<file path="src/rtl/core/depth_pixel_to_point_core_macros.svh">
// ----------------------------------------------------------------------------
// depth_pixel_to_point_core_macros
// Assertion macros shared by the depth-to-point core.
// ----------------------------------------------------------------------------
`ifndef DEPTH_PIXEL_TO_POINT_CORE_MACROS_SVH
`define DEPTH_PIXEL_TO_POINT_CORE_MACROS_SVH

// Same-cycle implication, disabled while reset is asserted.
`define DP2P_ASSERT_NOW(label, clk, rst_n, ante, cons, msg) \
	label: assert property (@(posedge clk) disable iff (!(rst_n)) (ante) |-> (cons)) \
		else $error(msg);

// Implication with the delay given by the lat argument.
`define DP2P_ASSERT_LAT(label, clk, rst_n, ante, lat, cons, msg) \
	label: assert property (@(posedge clk) disable iff (!(rst_n)) (ante) |-> ##lat (cons)) \
		else $error(msg);

`endif

</file>
<file path="src/rtl/core/dp2p_pkg.sv">
// ----------------------------------------------------------------------------
// dp2p_pkg
// Types and fixed-point constants of the depth-to-point core.
// ----------------------------------------------------------------------------
package dp2p_pkg;

	localparam int DEPTH_W     = 16;
	localparam int COLOR_W     = 8;
	localparam int CENTER_W    = 16;
	localparam int RECIP_W     = 32;
	localparam int Z_W         = 31;
	localparam int POINT_W     = 32;
	localparam int Z_FRAC      = 16;
	localparam int LOW_W       = 24;
	localparam int FRAC_DROP   = 12;
	localparam int CFG_INDEX_W = 2;
	localparam int LATENCY     = 5;

	localparam logic [Z_W-1:0]     Z_MAX         = 31'h7FFF_FFFF;
	localparam logic [63:0]        Z_ROUND_BIAS  = 64'd1 << (Z_FRAC - 1);
	localparam logic [63:0]        XY_ROUND_BIAS = 64'd1 << 35;
	localparam logic [POINT_W-1:0] POS_LIMIT     = 32'h7FFF_FFFF;
	localparam logic [POINT_W-1:0] NEG_LIMIT     = 32'h8000_0000;

	localparam logic [RECIP_W-1:0]  INVERSE_FOCAL_RST       = 32'd8180890;
	localparam logic [CENTER_W-1:0] CENTER_X_RST            = 16'd5112;
	localparam logic [CENTER_W-1:0] CENTER_Y_RST            = 16'd3832;
	localparam logic [RECIP_W-1:0]  INVERSE_DEPTH_SCALE_RST = 32'd858993;

	typedef enum logic [CFG_INDEX_W-1:0] {
		REG_INVERSE_FOCAL       = 2'd0,
		REG_CENTER_X            = 2'd1,
		REG_CENTER_Y            = 2'd2,
		REG_INVERSE_DEPTH_SCALE = 2'd3
	} dp2p_reg_t;

	typedef struct packed {
		logic [RECIP_W-1:0]  inverse_focal;
		logic [CENTER_W-1:0] center_x;
		logic [CENTER_W-1:0] center_y;
		logic [RECIP_W-1:0]  inverse_depth_scale;
	} dp2p_cfg_t;

	// Fields that ride alongside the arithmetic without being touched.
	typedef struct packed {
		logic [COLOR_W-1:0] red;
		logic [COLOR_W-1:0] green;
		logic [COLOR_W-1:0] blue;
		logic               invalid;
	} dp2p_side_t;

endpackage

</file>
<file path="src/rtl/core/dp2p_depth.sv">
// ----------------------------------------------------------------------------
// dp2p_depth
// Raw depth to Q15.16 metres: multiply, round half up, saturate (two stages).
// ----------------------------------------------------------------------------
module dp2p_depth
	import dp2p_pkg::*;
(
	input  logic               clk,
	input  dp2p_cfg_t          cfg,
	input  logic [DEPTH_W-1:0] depth,
	output logic [Z_W-1:0]     z_s2
);

	localparam int PROD_W = DEPTH_W + RECIP_W;

	logic [PROD_W-1:0]        prod_s1;
	logic [PROD_W-1:0]        round_sum;
	logic [PROD_W-Z_FRAC-1:0] z_wide;

	always_ff @(posedge clk) begin
		prod_s1 <= PROD_W'(depth) * PROD_W'(cfg.inverse_depth_scale);
	end

	// Sum cannot carry out of PROD_W bits: the product tops out well below.
	assign round_sum = prod_s1 + PROD_W'(Z_ROUND_BIAS);
	assign z_wide    = round_sum[PROD_W-1:Z_FRAC];

	always_ff @(posedge clk) begin
		z_s2 <= z_wide[Z_W] ? Z_MAX : z_wide[Z_W-1:0];
	end

endmodule

</file>
<file path="config.mk">
export PLATFORM = sky130hd
export DESIGN_NAME = dp2p_depth
export DESIGN_NICKNAME = d
export VERILOG_FILES = /design/src/rtl/core/depth_pixel_to_point_core_macros.svh /design/src/rtl/core/dp2p_pkg.sv /design/src/rtl/core/dp2p_depth.sv
export SDC_FILE = /design/constraint.sdc
export NUM_CORES = 1
export LEC_CHECK = 0
export BUFFER_PORTS_ARGS = -buffer_cell sky130_fd_sc_hd__buf_2
export CORE_ASPECT_RATIO = 0.7
export CORE_MARGIN = 10
export CORE_UTILIZATION = 45
export CTS_BUF_LIST = sky130_fd_sc_hd__clkbuf_8
export DETAILED_ROUTE_END_ITERATION = 10
export GPL_TIMING_DRIVEN = 0
export PLACE_DENSITY = 0.63
export SETUP_SLACK_MARGIN = 0.2
export SKIP_CTS_REPAIR_TIMING = 1
export SYNTH_ARGS = -nofsm -noshare
export SYNTH_HDL_FRONTEND = slang
export SYNTH_SLANG_ARGS = --single-unit
</file>
<file path="constraint.sdc">
create_clock -name clk -period 10.31 [get_ports clk]
set_input_delay 2.062 -clock clk [delete_from_list [all_inputs] [get_ports clk]]
set_output_delay 2.062 -clock clk [all_outputs]
set_load 0.02 [all_outputs]
</file>
==> reports/metrics.csv, run 1 <==
metric,value,unit
async_flop_share,0,
antenna_found_initial,2,
synth_most_common_cell,inv_1,
start_util,0.456,
track_usage,0.237,
endpoint_kind,register,
fmaxAchievable,0.106,GHz
dp_cells,2554,
die_w,256,um
final_area,18800,sq um
synth_nets,2596,
num_rows,60,
layoutNonFillerInstCount,2571,
vias,13200,
multi_input_comb_area,14200,sq um
place_hpwl,45600,um
drc_errors,0,
syn_area,17500,sq um
ant_nets,0,
criticalPathCategory,in -> reg,
grt_max_degree,13,
routed_wirelength,54500,um
fill_cells,3691,
fin_nets,2686,
slew_headroom,0.178,
ys_warn_count,0,
synth_top_cell_by_area,fa_1,
routedWlPerCell,21.2,um
slew_violations,0,
final-hold-violation-count,0,
fin_crit_sh,0.915,
path_clk_slew,80,ps
outcome,"complete, no violations",
cts_tree,built,
die_h,185,um
rsz0062_at_grt,false,
viasPerCell,5.12,
grt_pass1_wl,85300,um
synth_common_cells,"inv_1, fa_1, nand2_1",
tightest_slew,1230,ps
clk_path_buf_depth,2,
root_buffer,clkbuf_8,
seq_area,1280,sq um
area_growth,7.36,%
finalWeightedCongestion,1.01,
coreArea,38400,sq um
htree_levels,3,
ios,144,
synth-main-ff-cell,dfxtp_1,
cap_violations,0,
dpl_cell_area,18500,sq um
crit_fanout,10,
port_buffers,79,
skew,12.0,ps
dieArea,47300,sq um
setup_violations,0,
hold_slack,489,ps
fin_tns_setup,0,ps
dr.pass1.iters,7,
syn_avg_cell_area,8.97,sq um
ys_ff_latch,64,
synth_top_cells_by_area,"fa_1, inv_1, ha_1, nand2_1, and2_1",
arrival,9690,ps
hp-class,reg -> reg,
required,10560,ps
cts_buffers,9,
synth_cells,1948,
clk_latency,340,ps
cts_sinks,64,
period_needed,9440,ps
netlist.area_leader.share,0.477,
critPathLaunchType,input port,
drive_gt1_frac,0.0543,
yosysSeqAreaShare,0.0733,
grt_overflow,0,
grt_pass1_vias,14100,
synth_cell_type_count,51,
drt-initial-drc-count,1089,
synth-edff-count,0,
==> worst max-delay path: stages <==
cell and delay [ps]:
buf_2 230, clkbuf_1 600, nand2_1 190, fa_1 550, inv_1 50, fa_1 480, fa_1 730, fa_1 490
fa_1 520, fa_1 410, ha_1 410, and3_1 390, nand4_1 220, a211oi_1 990, o21ba_2 280, o21a_1 250
o21ai_4 110, o21ai_2 240, a31o_2 220, a21oi_2 60, xnor2_1 180
==> sequential cells by signal, summed over array words and instances (netlist names) <==
signal / count
z_s2: 31
prod_s1: 33
==> placed cells by master (no fill, tap or decap), types with 13 or more instances in the layout <==
cell	netlist	final
a21o_1	13	13
a21oi_1	40	40
and2_1	211	211
and3_1	13	13
buf_2	4	83
clkbuf_1	83	83
dfxtp_1	64	64
fa_1	417	417
ha_1	118	118
inv_1	432	432
nand2_1	366	366
nand3_1	20	20
nor2_1	18	18
o21ai_0	18	18
xnor2_1	25	25
xor2_1	40	40
==> layout make-up <==
| type | count | share of cell area |
|---|---|---|
| antenna | 1 | 0.000133 |
| buffer | 88 | 0.0183 |
| clock buffer | 10 | 0.00733 |
| clock inverter | 6 | 0.00487 |
| inverter | 432 | 0.0864 |
| multi-input combinational | 1364 | 0.759 |
| sequential | 64 | 0.0683 |
| tap | 527 | 0.0351 |
| timing repair buffer | 79 | 0.0211 |
==> kinds of logic after synthesis <==
family	after synthesis	share of synthesized area
buffers and inverters	520	0.112
AOI/OAI and AO/OA	111	0.0419
xor gates and xnor gates	65	0.0326
adders and majority gates	535	0.562
and+or+nand+nor	653	0.178
DFF	64	0.0733
==> metrics by stage <==
stage,setup WS [ps],util
final,871,0.489
after detailed placement,820,0.483
after global routing,726,0.489
after CTS,1170,0.489
after floorplan,2650,-
after global placement,828,0.483
==> per-layer routing <==
layer | track usage | routed length (um) | vias up
met4 | 0.0461 | 1000 | 0
met1 | 0.346 | 25400 | 6635
met2 | 0.322 | 20600 | 615
li1 | - | - | 5858
met5 | 0 | 0 | -
met3 | 0.0960 | 7480 | 50
==> final timing paths <==
check	start	endpoint	slack, ps	cells after the start
hold / removal	prod_s1[43]	z_s2[27]	490	2
setup reg to reg	prod_s1[22]	z_s2[9]	7460	11
setup / recovery	cfg[7]	prod_s1[47]	870	21
hold reg to reg	prod_s1[43]	z_s2[27]	490	2
Power of run 1 is not shown: default switching activity piles up to over one toggle a cycle in this logic, so the estimate is an artifact.
==> inputs of run 2 (changes only) <==
- CTS_BUF_LIST: sky130_fd_sc_hd__clkbuf_8 -> sky130_fd_sc_hd__clkbuf_16
- SKIP_LAST_GASP: unset -> 1
==> run 2 against run 1 <==
Against the previous run: sequential share of layout area is essentially flat; clock-buffer cell count down 1; flip-flop and latch count stayed put; clock skew decreased by 6.1 ps; largest cell class unchanged.
==> reports/metrics.csv, run 2 (same netlist as run 1, synthesis figures left out) <==
metric,value,unit
outcome,"complete, no violations",
grt_max_degree,13,
period_needed,9560,ps
path_clk_slew,50,ps
final_area,18900,sq um
reg2regPathDepth,10,
port_buffers,79,
reg2reg_to,z_s2[9],
fin_tns_setup,0,ps
viasPerCell,5.12,
fmaxAchievable,0.105,GHz
finalWeightedCongestion,1.01,
htree_levels,3,
antenna_found_initial,2,
routed_wirelength,54400,um
largest_reg_flops,33,
dr.pass1.iters,8,
root_buffer,clkbuf_16,
ant_nets,0,
min_from,prod_s1[30],
clk_path_buf_depth,2,
critPathLaunchType,input port,
fin_nets,2686,
grt_overflow,0,
timing.rr.start,prod_s1[15],
place_hpwl,45600,um
drive_gt1_frac,0.0538,
post-place-ws,820,ps
skew,5.84,ps
setup_ws,748,ps
regMostFlops,prod_s1,
rsz0062_at_grt,false,
cap_violations,0,
setup_violations,0,
rrSetupSlack,7480,ps
routedWlPerCell,21.2,um
slew_headroom,0.0991,
cts_buffers,9,
met3_length,7640,um
grt_pass1_wl,85200,um
area_growth,7.88,%
coreArea,38400,sq um
endpoint_kind,register,
tightest_slew,1340,ps
arrival,9800,ps
clk_latency,320,ps
dr.max_layer_used,met4,
final_common_cell,inv_1,
final-hold-violation-count,0,
die_h,185,um
cts_sinks,64,
crit_fanout,10,
fin_crit_sh,0.927,
drc_errors,0,
met1_length,25200,um
cts_tree,built,
wl_met2,20600,um
hold-path-endpoint,z_s2[14],
drt-initial-drc-count,1071,
hp-class,reg -> reg,
start_util,0.456,
final_cell_mix,"inv_1, fa_1, nand2_1, and2_1, ha_1",
die_w,256,um
ios,144,
slew_violations,0,
top_regs,"prod_s1 x33, z_s2 x31",
criticalPathCategory,in -> reg,
fill_cells,3679,
dieArea,47300,sq um
grt_pass1_vias,14100,
vias,13200,
hold_path_depth,2,
dpl_cell_area,18500,sq um
hold_slack,481,ps
required,10550,ps
num_rows,60,
track_usage,0.237,
## run 2: cell types whose count changed in the layout (fill, tap and decap cells not counted), sizes merged
cell,before,now
clkbuf,93,92
clkinv,3,4
## run 2: worst max-delay path: stages
cell,delay [ps]
buf_2,230
clkbuf_1,630
nand2_1,190
fa_1,550
inv_1,50
fa_1,480
fa_1,720
fa_1,490
fa_1,520
fa_1,410
ha_1,410
and3_1,390
nand4_1,220
a211oi_1,1070
o21ba_2,290
o21a_1,250
o21ai_4,110
o21ai_2,240
a31o_2,220
a21oi_2,60
xnor2_1,180
## run 2: through the flow
step                cells   util
finish               2571  0.492
global route         2570  0.492
CTS                  2570  0.492
detailed placement   2554  0.483
global placement     2554  0.483
floorplan            1948      -
## run 2: final cells by class
cell class | instances | area [sq um] | area share
multi-input combinational | 1364 | 14200 | 0.755
inverter | 432 | 1620 | 0.0860
sequential | 64 | 1280 | 0.0679
tap | 527 | 659 | 0.0350
timing repair buffer | 79 | 395 | 0.0210
buffer | 88 | 343 | 0.0182
clock buffer | 9 | 225 | 0.0119
clock inverter | 7 | 95.1 | 0.00504
antenna | 1 | 2.50 | 0.000133
## run 2: metal layers
| layer | track usage | vias to the layer above |
|---|---|---|
| li1 | - | 5855 |
| met1 | 0.346 | 6627 |
| met2 | 0.321 | 630 |
| met3 | 0.0982 | 52 |
| met4 | 0.0446 | 0 |
| met5 | 0 | - |
## run 2: how the worst max path moves through the flow
| stage | startpoint | endpoint | slack (ps) | depth (start not counted) |
|---|---|---|---|---|
| 2_1_floorplan | depth[1] | prod_s1[41] | 2650 | 23 |
| 3_3_place_gp | cfg[6] | prod_s1[47] | 830 | 21 |
| 3_5_place_dp | cfg[7] | prod_s1[47] | 820 | 21 |
| 4_1_cts | cfg[7] | prod_s1[47] | 1160 | 21 |
| 5_1_grt | cfg[7] | prod_s1[44] | 710 | 21 |
| 6_report | cfg[7] | prod_s1[47] | 750 | 21 |
Power of run 2 is left out for the same reason.
